**src/hw/rtl/heartbeat_health_monitor_top_macros.svh**
```systemverilog
// Assertion helpers for the monitor controller RTL.
`ifndef HEARTBEAT_HEALTH_MONITOR_TOP_MACROS_SVH
`define HEARTBEAT_HEALTH_MONITOR_TOP_MACROS_SVH

`ifndef ASSERT_OFF
// Same-cycle implication, checked outside reset.
`define HHM_ASSERT(lbl, clk, rst, prop, msg) \
  lbl: assert property (@(posedge clk) disable iff (rst) prop) else $error(msg);
// Next-cycle implication, checked outside reset.
`define HHM_ASSERT_NEXT(lbl, clk, rst, pre, post, msg) \
  lbl: assert property (@(posedge clk) disable iff (rst) (pre) |=> (post)) else $error(msg);
`else
`define HHM_ASSERT(lbl, clk, rst, prop, msg)
`define HHM_ASSERT_NEXT(lbl, clk, rst, pre, post, msg)
`endif

`endif

```
**src/hw/rtl/hhm_pkg.sv**
```systemverilog
package hhm_pkg;

  // Item kinds
  localparam logic [1:0] KIND_BEAT   = 2'd0;
  localparam logic [1:0] KIND_JITTER = 2'd1;
  localparam logic [1:0] KIND_STATUS = 2'd2;

  // Configuration register indexes
  localparam int CFG_IDX_W = 3;
  localparam logic [CFG_IDX_W-1:0] CFG_TIMEOUT   = 3'd0;
  localparam logic [CFG_IDX_W-1:0] CFG_HEAP_WARN = 3'd1;
  localparam logic [CFG_IDX_W-1:0] CFG_HEAP_CRIT = 3'd2;
  localparam logic [CFG_IDX_W-1:0] CFG_NOMINAL   = 3'd3;
  localparam logic [CFG_IDX_W-1:0] CFG_TICK_MS   = 3'd4;
  localparam int CFG_DATA_W = 32;

  // Configuration reset values
  localparam logic [31:0] RST_TIMEOUT   = 32'd800;
  localparam logic [23:0] RST_HEAP_WARN = 24'd12000;
  localparam logic [23:0] RST_HEAP_CRIT = 24'd8000;
  localparam logic [23:0] RST_NOMINAL   = 24'd100000;
  localparam logic [9:0]  RST_TICK_MS   = 10'd10;

  // Jitter error saturation and average divider size
  localparam logic [30:0] ERR_SAT   = 31'h7FFF_FFFF;
  localparam int          DIV_STEPS = 72;
  localparam int          DIV_CNT_W = 7;
  localparam int          AVG_W     = 40;

  typedef struct packed {
    logic [1:0]  kind;
    logic [1:0]  channel;
    logic [31:0] now_ticks;
    logic [62:0] now_us;
    logic [23:0] heap_free;
    logic [23:0] heap_min_free;
  } req_t;

  typedef struct packed {
    logic        last;
    logic        healthy;
    logic        heap_low;
    logic        heap_critical;
    logic        alarm;
    logic [31:0] run_ms;
    logic [39:0] jitter_avg_q8;
    logic [30:0] jitter_peak;
    logic [31:0] jitter_samples;
    logic [31:0] chan_beats;
    logic [31:0] chan_missed;
    logic        chan_overdue;
  } rsp_t;

  // Controller to datapath commands
  typedef struct packed {
    logic item_load;
    logic idx_clr;
    logic idx_inc;
    logic od_clr;
    logic hb_wr;
    logic prev_wr;
    logic j_sub;
    logic j_mag;
    logic j_ofs;
    logic j_abs;
    logic j_acc;
    logic s_mul;
    logic s_cmp;
    logic div_start;
    logic emit;
  } cmd_t;

  // Datapath to controller status
  typedef struct packed {
    logic [1:0] kind;
    logic       prev_zero;
    logic       idx_last;
    logic       cnt_zero;
    logic       div_done;
    logic       out_free;
  } sts_t;

endpackage

```
**src/hw/rtl/heartbeat_health_monitor_top.sv**
```systemverilog
// Heartbeat, jitter and health monitor over CHANNELS heartbeat sources.
// A first jitter tick only records its time; later ticks are measured.
// Status check: the 72-step serial divider forms the jitter average when samples
// exist, then one record per cycle unless stalled.
// One item is in work at a time; req_stall is low only when the block is free.
// Synchronous active-high rst clears config to defaults and all counters.
module heartbeat_health_monitor_top import hhm_pkg::*; #(
  parameter int CHANNELS = 3
) (
  input  logic                  clk,
  input  logic                  rst,
  input  logic                  req_valid,
  output logic                  req_stall,
  input  req_t                  req_data,
  output logic                  rsp_valid,
  input  logic                  rsp_stall,
  output rsp_t                  rsp_data,
  input  logic                  cfg_we,
  input  logic [CFG_IDX_W-1:0]  cfg_index,
  input  logic [CFG_DATA_W-1:0] cfg_data
);

  cmd_t cmd;
  sts_t sts;

  hhm_ctrl u_ctrl (
    .clk       (clk),
    .rst       (rst),
    .req_valid (req_valid),
    .req_stall (req_stall),
    .sts       (sts),
    .cmd       (cmd)
  );

  hhm_datapath #(
    .CHANNELS (CHANNELS)
  ) u_datapath (
    .clk       (clk),
    .rst       (rst),
    .cfg_we    (cfg_we),
    .cfg_index (cfg_index),
    .cfg_data  (cfg_data),
    .req_data  (req_data),
    .cmd       (cmd),
    .sts       (sts),
    .rsp_stall (rsp_stall),
    .rsp_valid (rsp_valid),
    .rsp_data  (rsp_data)
  );

endmodule

```
**src/hw/rtl/hhm_div.sv**
```systemverilog
module hhm_div import hhm_pkg::*; (
  input  logic                 clk,
  input  logic                 rst,
  input  logic                 start,
  input  logic [63:0]          sum,
  input  logic [31:0]          count,
  output logic                 done,
  output logic [AVG_W-1:0]     quotient
);

  logic                 busy;
  logic [DIV_CNT_W-1:0] cnt;
  logic [71:0]          dvd;
  logic [31:0]          den;
  logic [31:0]          rem;
  logic [AVG_W-1:0]     q;
  logic                 ovf;

  logic [32:0] trial;
  logic [32:0] trial_sub;
  logic        ge;

  // One restoring step: shift in the next dividend bit, subtract if it fits
  always_comb begin
    trial     = {rem, dvd[71]};
    trial_sub = trial - {1'b0, den};
    ge        = trial >= {1'b0, den};
  end

  always_ff @(posedge clk) begin
    if (rst) begin
      busy <= 1'b0;
      done <= 1'b0;
      cnt  <= '0;
    end else begin
      done <= 1'b0;
      if (start) begin
        busy <= 1'b1;
        cnt  <= '0;
      end else if (busy) begin
        cnt <= cnt + DIV_CNT_W'(1);
        if (cnt == DIV_CNT_W'(DIV_STEPS - 1)) begin
          busy <= 1'b0;
          done <= 1'b1;
        end
      end
    end
  end

  // Dividend is sum scaled by 256; quotient bits above 40 only flag overflow
  always_ff @(posedge clk) begin
    if (start) begin
      dvd <= {sum, 8'h00};
      den <= count;
      rem <= '0;
      q   <= '0;
      ovf <= 1'b0;
    end else if (busy) begin
      dvd <= {dvd[70:0], 1'b0};
      rem <= ge ? trial_sub[31:0] : trial[31:0];
      q   <= {q[AVG_W-2:0], ge};
      ovf <= ovf | q[AVG_W-1];
    end
  end

  assign quotient = ovf ? '1 : q;

endmodule

```
**src/hw/rtl/hhm_datapath.sv**
```systemverilog
module hhm_datapath import hhm_pkg::*; #(
  parameter int CHANNELS = 3
) (
  input  logic                  clk,
  input  logic                  rst,
  input  logic                  cfg_we,
  input  logic [CFG_IDX_W-1:0]  cfg_index,
  input  logic [CFG_DATA_W-1:0] cfg_data,
  input  req_t                  req_data,
  input  cmd_t                  cmd,
  output sts_t                  sts,
  input  logic                  rsp_stall,
  output logic                  rsp_valid,
  output rsp_t                  rsp_data
);

  localparam int CW = (CHANNELS > 1) ? $clog2(CHANNELS) : 1;

  // Configuration
  logic [31:0] timeout_ms;
  logic [23:0] warn_floor;
  logic [23:0] crit_floor;
  logic [23:0] nominal_period_us;
  logic [9:0]  tick_ms;

  // Channel state
  logic [31:0] beat_time    [CHANNELS];
  logic [31:0] beat_count   [CHANNELS];
  logic [31:0] miss_count   [CHANNELS];
  logic        overdue_flag [CHANNELS];

  // Jitter state
  logic [62:0] prev_us;
  logic [63:0] error_sum;
  logic [30:0] error_max;
  logic [31:0] error_count;

  // Working registers
  req_t        item;
  logic [CW-1:0] idx;
  logic        any_od;
  logic [63:0] dlt;
  logic [62:0] mag;
  logic [64:0] ofs;
  logic [30:0] err;
  logic [31:0] ms;
  logic [31:0] uptime;

  logic [AVG_W-1:0] div_q;
  logic             div_done;

  logic [4:0]    chan_ext;
  logic          chan_ok;
  logic [CW-1:0] addr;
  logic [63:0]   dneg;
  logic [64:0]   oneg;
  logic [64:0]   oabs;
  logic [31:0]   elapsed;
  logic [41:0]   ms_prod;
  logic [41:0]   up_prod;
  logic          od_now;
  logic          heap_low;
  logic          heap_crit;
  logic          healthy;

  hhm_div u_div (
    .clk      (clk),
    .rst      (rst),
    .start    (cmd.div_start),
    .sum      (error_sum),
    .count    (error_count),
    .done     (div_done),
    .quotient (div_q)
  );

  // Address and arithmetic helpers
  always_comb begin
    chan_ext  = {3'b000, item.channel};
    chan_ok   = chan_ext < 5'(CHANNELS);
    addr      = cmd.hb_wr ? chan_ext[CW-1:0] : idx;
    dneg      = 64'd0 - dlt;
    oneg      = 65'd0 - ofs;
    oabs      = ofs[64] ? oneg : ofs;
    elapsed   = item.now_ticks - beat_time[addr];
    ms_prod   = 42'(elapsed) * 42'(tick_ms);
    up_prod   = 42'(item.now_ticks) * 42'(tick_ms);
    od_now    = ms > timeout_ms;
    heap_low  = (item.heap_free < warn_floor) || (item.heap_min_free < warn_floor);
    heap_crit = (item.heap_free < crit_floor) || (item.heap_min_free < crit_floor);
    healthy   = !heap_low && !any_od;
  end

  // Configuration writes
  always_ff @(posedge clk) begin
    if (rst) begin
      timeout_ms        <= RST_TIMEOUT;
      warn_floor        <= RST_HEAP_WARN;
      crit_floor        <= RST_HEAP_CRIT;
      nominal_period_us <= RST_NOMINAL;
      tick_ms           <= RST_TICK_MS;
    end else if (cfg_we) begin
      case (cfg_index)
        CFG_TIMEOUT:   timeout_ms        <= cfg_data;
        CFG_HEAP_WARN: warn_floor        <= cfg_data[23:0];
        CFG_HEAP_CRIT: crit_floor        <= cfg_data[23:0];
        CFG_NOMINAL:   nominal_period_us <= cfg_data[23:0];
        CFG_TICK_MS:   tick_ms           <= cfg_data[9:0];
        default: ;
      endcase
    end
  end

  // Channel tables: heartbeat update and overdue check
  always_ff @(posedge clk) begin
    if (rst) begin
      for (int i = 0; i < CHANNELS; i++) begin
        beat_time[i]    <= '0;
        beat_count[i]   <= '0;
        miss_count[i]   <= '0;
        overdue_flag[i] <= 1'b0;
      end
    end else begin
      if (cmd.hb_wr && chan_ok) begin
        beat_time[addr]  <= item.now_ticks;
        beat_count[addr] <= beat_count[addr] + 32'd1;
      end
      if (cmd.s_cmp) begin
        overdue_flag[addr] <= od_now;
        if (od_now) begin
          miss_count[addr] <= miss_count[addr] + 32'd1;
        end
      end
    end
  end

  // Jitter statistics
  always_ff @(posedge clk) begin
    if (rst) begin
      prev_us     <= '0;
      error_sum   <= '0;
      error_max   <= '0;
      error_count <= '0;
    end else begin
      if (cmd.prev_wr) begin
        prev_us <= item.now_us;
      end
      if (cmd.j_acc) begin
        error_sum   <= error_sum + {33'd0, err};
        error_count <= error_count + 32'd1;
        if (err > error_max) begin
          error_max <= err;
        end
      end
    end
  end

  // Control-side working registers
  always_ff @(posedge clk) begin
    if (rst) begin
      idx       <= '0;
      any_od    <= 1'b0;
      rsp_valid <= 1'b0;
    end else begin
      if (cmd.idx_clr) begin
        idx <= '0;
      end else if (cmd.idx_inc) begin
        idx <= idx + CW'(1);
      end
      if (cmd.od_clr) begin
        any_od <= 1'b0;
      end else if (cmd.s_cmp && od_now) begin
        any_od <= 1'b1;
      end
      if (cmd.emit) begin
        rsp_valid <= 1'b1;
      end else if (!rsp_stall) begin
        rsp_valid <= 1'b0;
      end
    end
  end

  // Payload registers: item, jitter pipeline, products, result record
  always_ff @(posedge clk) begin
    if (cmd.item_load) begin
      item <= req_data;
    end
    if (cmd.j_sub) begin
      dlt <= {1'b0, item.now_us} - {1'b0, prev_us};
    end
    if (cmd.j_mag) begin
      mag <= dlt[63] ? dneg[62:0] : dlt[62:0];
    end
    if (cmd.j_ofs) begin
      ofs <= dlt[63] ? ({2'b00, mag} + {41'd0, nominal_period_us})
                     : ({2'b00, mag} - {41'd0, nominal_period_us});
    end
    if (cmd.j_abs) begin
      err <= (|oabs[64:31]) ? ERR_SAT : oabs[30:0];
    end
    if (cmd.s_mul) begin
      ms     <= ms_prod[31:0];
      uptime <= up_prod[31:0];
    end
    if (cmd.emit) begin
      rsp_data.last           <= sts.idx_last;
      rsp_data.healthy        <= healthy;
      rsp_data.heap_low       <= heap_low;
      rsp_data.heap_critical  <= heap_crit;
      rsp_data.alarm          <= !healthy || heap_crit;
      rsp_data.run_ms         <= uptime;
      rsp_data.jitter_avg_q8  <= sts.cnt_zero ? '0 : div_q;
      rsp_data.jitter_peak    <= error_max;
      rsp_data.jitter_samples <= error_count;
      rsp_data.chan_beats     <= beat_count[addr];
      rsp_data.chan_missed    <= miss_count[addr];
      rsp_data.chan_overdue   <= overdue_flag[addr];
    end
  end

  // Status back to the controller
  always_comb begin
    sts.kind      = item.kind;
    sts.prev_zero = prev_us == '0;
    sts.idx_last  = idx == CW'(CHANNELS - 1);
    sts.cnt_zero  = error_count == '0;
    sts.div_done  = div_done;
    sts.out_free  = !rsp_valid || !rsp_stall;
  end

endmodule

```
**src/hw/rtl/hhm_ctrl.sv**
```systemverilog
`include "heartbeat_health_monitor_top_macros.svh"

module hhm_ctrl import hhm_pkg::*; (
  input  logic clk,
  input  logic rst,
  input  logic req_valid,
  output logic req_stall,
  input  sts_t sts,
  output cmd_t cmd
);

  typedef enum logic [13:0] {
    S_IDLE     = 14'b00000000000001,
    S_DISPATCH = 14'b00000000000010,
    S_HB       = 14'b00000000000100,
    S_JREC     = 14'b00000000001000,
    S_JSUB     = 14'b00000000010000,
    S_JMAG     = 14'b00000000100000,
    S_JOFS     = 14'b00000001000000,
    S_JABS     = 14'b00000010000000,
    S_JACC     = 14'b00000100000000,
    S_SMUL     = 14'b00001000000000,
    S_SCMP     = 14'b00010000000000,
    S_DIV      = 14'b00100000000000,
    S_DIV_WAIT = 14'b01000000000000,
    S_EMIT     = 14'b10000000000000
  } state_t;

  state_t state;
  state_t state_next;

  assign req_stall = state != S_IDLE;

  // Sequence one item through the datapath
  always_comb begin
    state_next = state;
    cmd        = '0;
    case (state)
      S_IDLE: begin
        if (req_valid) begin
          cmd.item_load = 1'b1;
          state_next    = S_DISPATCH;
        end
      end
      S_DISPATCH: begin
        cmd.idx_clr = 1'b1;
        cmd.od_clr  = 1'b1;
        case (sts.kind)
          KIND_BEAT:   state_next = S_HB;
          KIND_JITTER: state_next = sts.prev_zero ? S_JREC : S_JSUB;
          KIND_STATUS: state_next = S_SMUL;
          default:     state_next = S_IDLE;
        endcase
      end
      S_HB: begin
        cmd.hb_wr  = 1'b1;
        state_next = S_IDLE;
      end
      S_JREC: begin
        cmd.prev_wr = 1'b1;
        state_next  = S_IDLE;
      end
      S_JSUB: begin
        cmd.j_sub  = 1'b1;
        state_next = S_JMAG;
      end
      S_JMAG: begin
        cmd.j_mag  = 1'b1;
        state_next = S_JOFS;
      end
      S_JOFS: begin
        cmd.j_ofs  = 1'b1;
        state_next = S_JABS;
      end
      S_JABS: begin
        cmd.j_abs  = 1'b1;
        state_next = S_JACC;
      end
      S_JACC: begin
        cmd.j_acc   = 1'b1;
        cmd.prev_wr = 1'b1;
        state_next  = S_IDLE;
      end
      S_SMUL: begin
        cmd.s_mul  = 1'b1;
        state_next = S_SCMP;
      end
      S_SCMP: begin
        cmd.s_cmp = 1'b1;
        if (sts.idx_last) begin
          state_next = S_DIV;
        end else begin
          cmd.idx_inc = 1'b1;
          state_next  = S_SMUL;
        end
      end
      S_DIV: begin
        // No samples: the average is zero, skip the divider
        if (sts.cnt_zero) begin
          cmd.idx_clr = 1'b1;
          state_next  = S_EMIT;
        end else begin
          cmd.div_start = 1'b1;
          state_next    = S_DIV_WAIT;
        end
      end
      S_DIV_WAIT: begin
        if (sts.div_done) begin
          cmd.idx_clr = 1'b1;
          state_next  = S_EMIT;
        end
      end
      S_EMIT: begin
        if (sts.out_free) begin
          cmd.emit = 1'b1;
          if (sts.idx_last) begin
            state_next = S_IDLE;
          end else begin
            cmd.idx_inc = 1'b1;
          end
        end
      end
      default: state_next = S_IDLE;
    endcase
  end

  always_ff @(posedge clk) begin
    if (rst) begin
      state <= S_IDLE;
    end else begin
      state <= state_next;
    end
  end

  `HHM_ASSERT(a_done_in_wait, clk, rst, sts.div_done |-> state == S_DIV_WAIT, "divider done outside wait")
  `HHM_ASSERT(a_div_has_samples, clk, rst, cmd.div_start |-> !sts.cnt_zero, "divider started with zero count")
  `HHM_ASSERT_NEXT(a_last_to_idle, clk, rst, cmd.emit && sts.idx_last, state == S_IDLE, "last record did not end report")

endmodule

```
**config.mk**
```make
export PLATFORM = sky130hd
export DESIGN_NAME = heartbeat_health_monitor_top
export DESIGN_NICKNAME = d
export VERILOG_FILES = /design/src/hw/rtl/hhm_pkg.sv /design/src/hw/rtl/heartbeat_health_monitor_top.sv /design/src/hw/rtl/hhm_div.sv /design/src/hw/rtl/hhm_datapath.sv /design/src/hw/rtl/hhm_ctrl.sv
export VERILOG_INCLUDE_DIRS = /design/src /design/src/hw/rtl
export SDC_FILE = /design/constraint.sdc
export NUM_CORES = 2
export LEC_CHECK = 0
export BUFFER_PORTS_ARGS = -buffer_cell sky130_fd_sc_hd__buf_4
export CORE_MARGIN = 2
export CORE_UTILIZATION = 57
export CTS_CLUSTER_SIZE = 30
export DETAILED_ROUTE_END_ITERATION = 10
export PLACE_DENSITY = 0.74
export SLEW_MARGIN = 20
export SYNTH_ARGS = -nofsm -noshare
export SYNTH_HDL_FRONTEND = slang
export SYNTH_SLANG_ARGS = --single-unit
export TNS_END_PERCENT = 30
```
**constraint.sdc**
```tcl
create_clock -name clk -period 18 [get_ports clk]
set_clock_uncertainty 0.2 [all_clocks]
set_input_delay 3.6 -clock clk [delete_from_list [all_inputs] [get_ports clk]]
set_output_delay 3.6 -clock clk [all_outputs]
set_load 0.01 [all_outputs]
```
==> flow_summary.json <==
{
  "nets": 9945,
  "ctsResizeCount": 0,
  "crit_path_max_incr_delay_ns": 0.71,
  "yosysWarnings": 0,
  "tightest_slew_ns": 1.23,
  "clockBufferDepth": 3,
  "place_congestion": 0.929,
  "cts_tree": "yes",
  "die_height_um": 401,
  "place_inst": 10800,
  "synth-edff-count": 1123,
  "hold_buffers": 0,
  "p_leak_nw": 40.4,
  "drt_wl_total_mm": 222,
  "seq_area_frac_synth_pct": 46.6,
  "worstSetupPathType": "flip-flop to flip-flop",
  "post_cts_buffers": 0,
  "fin_setup_tns_ns": 0,
  "wl_per_cell_um": 20.0,
  "ys_seq_elements": 1527,
  "setup_viol": 0,
  "async_reset_ff_share_pct": 0,
  "initial_utilization_pct": 57.4,
  "fp.dieArea_um2": 161000,
  "place_area_um2": 94800,
  "synth_area_um2": 89700,
  "overflow": 0,
  "worst_slack_ns": 5.86,
  "numClockSinks": 1527,
  "synth_top_cell_by_area": "edfxtp_1",
  "required_ns": 18.34,
  "netlist.area_leader.share_pct": 37.6,
  "grt_max_degree": 106,
  "syn_inst": 8561,
  "ys.flop_type": "edfxtp_1",
  "final_common_cell": "nand2_1",
  "status": "finished, final reports clean",
  "grt_pass1_vias": 63000,
  "fin_crit_ns": 12.14,
  "ys_types": 89,
  "hold_viol": 0,
  "slew_viol_final": 0,
  "drt_iter0_markers": 5347,
  "powerDensity_nw_per_um2": 92.7,
  "relSlewSlack_pct": 17.8,
  "cts-root-buf": "clkbuf_16",
  "syn2layout_area_growth_pct": 11.8,
  "postRouteAntennaNets": 0,
  "drive_gt1_share_pct": 9.95,
  "io_pins": 394,
  "holdPathStages": 0,
  "synthTopCellsByArea": "edfxtp_1 (38%), dfxtp_1 (9.0%), fa_1 (9.0%)",
  "cp_slowest_cell": "nand4_1",
  "layout_common_cells": "nand2_1 (1215), edfxtp_1 (1123), inv_1 (766), nor2_1 (688), a21oi_1 (496)",
  "rsz0062_at_grt": "no",
  "maxCapViolations": 0,
  "end_kind": "flip-flop",
  "r2r_cells": 38,
  "drtPass1Iterations": 6,
  "critPathLaunchType": "flip-flop",
  "num_rows": 145,
  "port-buffer-count": 393,
  "grt_pass1_wl_mm": 351,
  "cts_htree_levels": 4,
  "dp_hpwl_mm": 158,
  "clk_pin_slew_ns": 0.06,
  "fin_cells": 11100,
  "via_per_inst": 5.77,
  "worstHoldPathType": "flip-flop to flip-flop",
  "core_area_um2": 156000,
  "antenna_found_initial": 26,
  "fin_area_um2": 100000,
  "worstPathMaxFanout": 101,
  "vdd_ir_drop_max_v": 0.0000978,
  "pre_cts_slack_ns": 5.85,
  "grtUsageTotal_pct": 27.6,
  "die_x_um": 401,
  "clk_latency_ns": 0.81,
  "cts_buffers": 163,
  "drc": 0,
  "routed-via-count": 64100,
  "syn_avg_cell_area_um2": 10.5,
  "worstPathArrival_ns": 12.48,
  "timing.fmax_mhz": 82.4,
  "layout_worst_path_cycle_share_pct": 67.5
}
==> routing by layer <==
layer  GRT usage, %  wire (µm)
met2           43.5     102000
met4           8.57       6500
met3           5.26      16300
met1           38.7      96800
met5              0        197
==> worst max-delay path: cells and delay by family, from the launching register on <==
family	cells	cell delay [ns]
DFF	1	0.34
and+or+nand+nor	6	1.83
xor gates and xnor gates	3	1.08
AOI/OAI and AO/OA	14	3.21
adders and majority gates	7	3.18
buffers and inverters	6	1.00
muxes	2	1.00
==> where the power goes <==
group,switching [mW],leakage [nW],internal [mW]
registers,0.0655,13.8,3.91
clock network,1.43,2.63,1.97
logic,1.12,24.0,0.791
==> synthesized netlist by cell type, types with 256 or more instances <==
cell type  count
a21oi_1      497
and2_1       358
clkbuf_1     322
dfxtp_1      404
edfxtp_1    1123
fa_1         402
ha_1         460
inv_1        770
nand2_1     1223
nor2_1       691
o21ai_0      256
xnor2_1      295
==> worst paths after layout <==
path / start / to / slack (ns)
min reg2reg: u_datapath.uptime[4] / u_datapath.rsp_data[172] / 0.21
max reg2reg: u_ctrl.state[0] / u_datapath.ms[31] / 5.86
max: u_ctrl.state[0] / u_datapath.ms[31] / 5.86
min: u_datapath.uptime[4] / u_datapath.rsp_data[172] / 0.21
==> final cells by class <==
| class | count | area [µm²] |
|---|---|---|
| fill | 12200 | 56000 |
| multi-input combinational | 5968 | 43900 |
| sequential | 1527 | 41800 |
| clock buffer | 221 | 4480 |
| timing repair buffer | 466 | 3530 |
| inverter | 770 | 2900 |
| tap | 2058 | 2570 |
| clock inverter | 82 | 960 |
| antenna | 10 | 25.0 |
==> per-stage QoR <==
| step | hold WS [ns] | total power [mW] | utilization (%) |
|---|---|---|---|
| 6_report | 0.211 | 9.29 | 64.2 |
| 5_1_grt | 0.221 | 9.76 | 64.2 |
| 4_1_cts | 0.209 | 9.36 | 64.2 |
| 3_5_place_dp | 0.205 | 5.95 | 60.7 |
| 3_3_place_gp | 0.205 | 5.89 | 60.7 |
| 2_1_floorplan | 0.200 | 5.49 | - |
==> cells by family (layout without fill, tap and decap cells) <==
logic type / after synthesis / in the layout / synth area share (%)
other cells: 1 / 74 / 0.00418
xor+xnor: 480 / 480 / 4.72
buf+inv: 1129 / 1539 / 4.79
fa+ha+maj: 862 / 862 / 15.4
mux: 195 / 195 / 3.54
flops: 1527 / 1527 / 46.6
simple gates: 3059 / 3059 / 15.9
compound gates: 1308 / 1308 / 8.99
==> sequential cells by signal, summed over array words and instances, names as in the netlist, 40 cells and up <==
signal,count
u_datapath.u_div.q,40
u_datapath.u_div.dvd,64
u_datapath.ofs,65
u_datapath.item,143
u_datapath.prev_us,63
u_datapath.error_sum,64
u_datapath.dlt,64
u_datapath.rsp_data,205
u_datapath.beat_time,128
u_datapath.miss_count,128
u_datapath.beat_count,128
u_datapath.mag,63
Power figures use the tool's default switching activity.
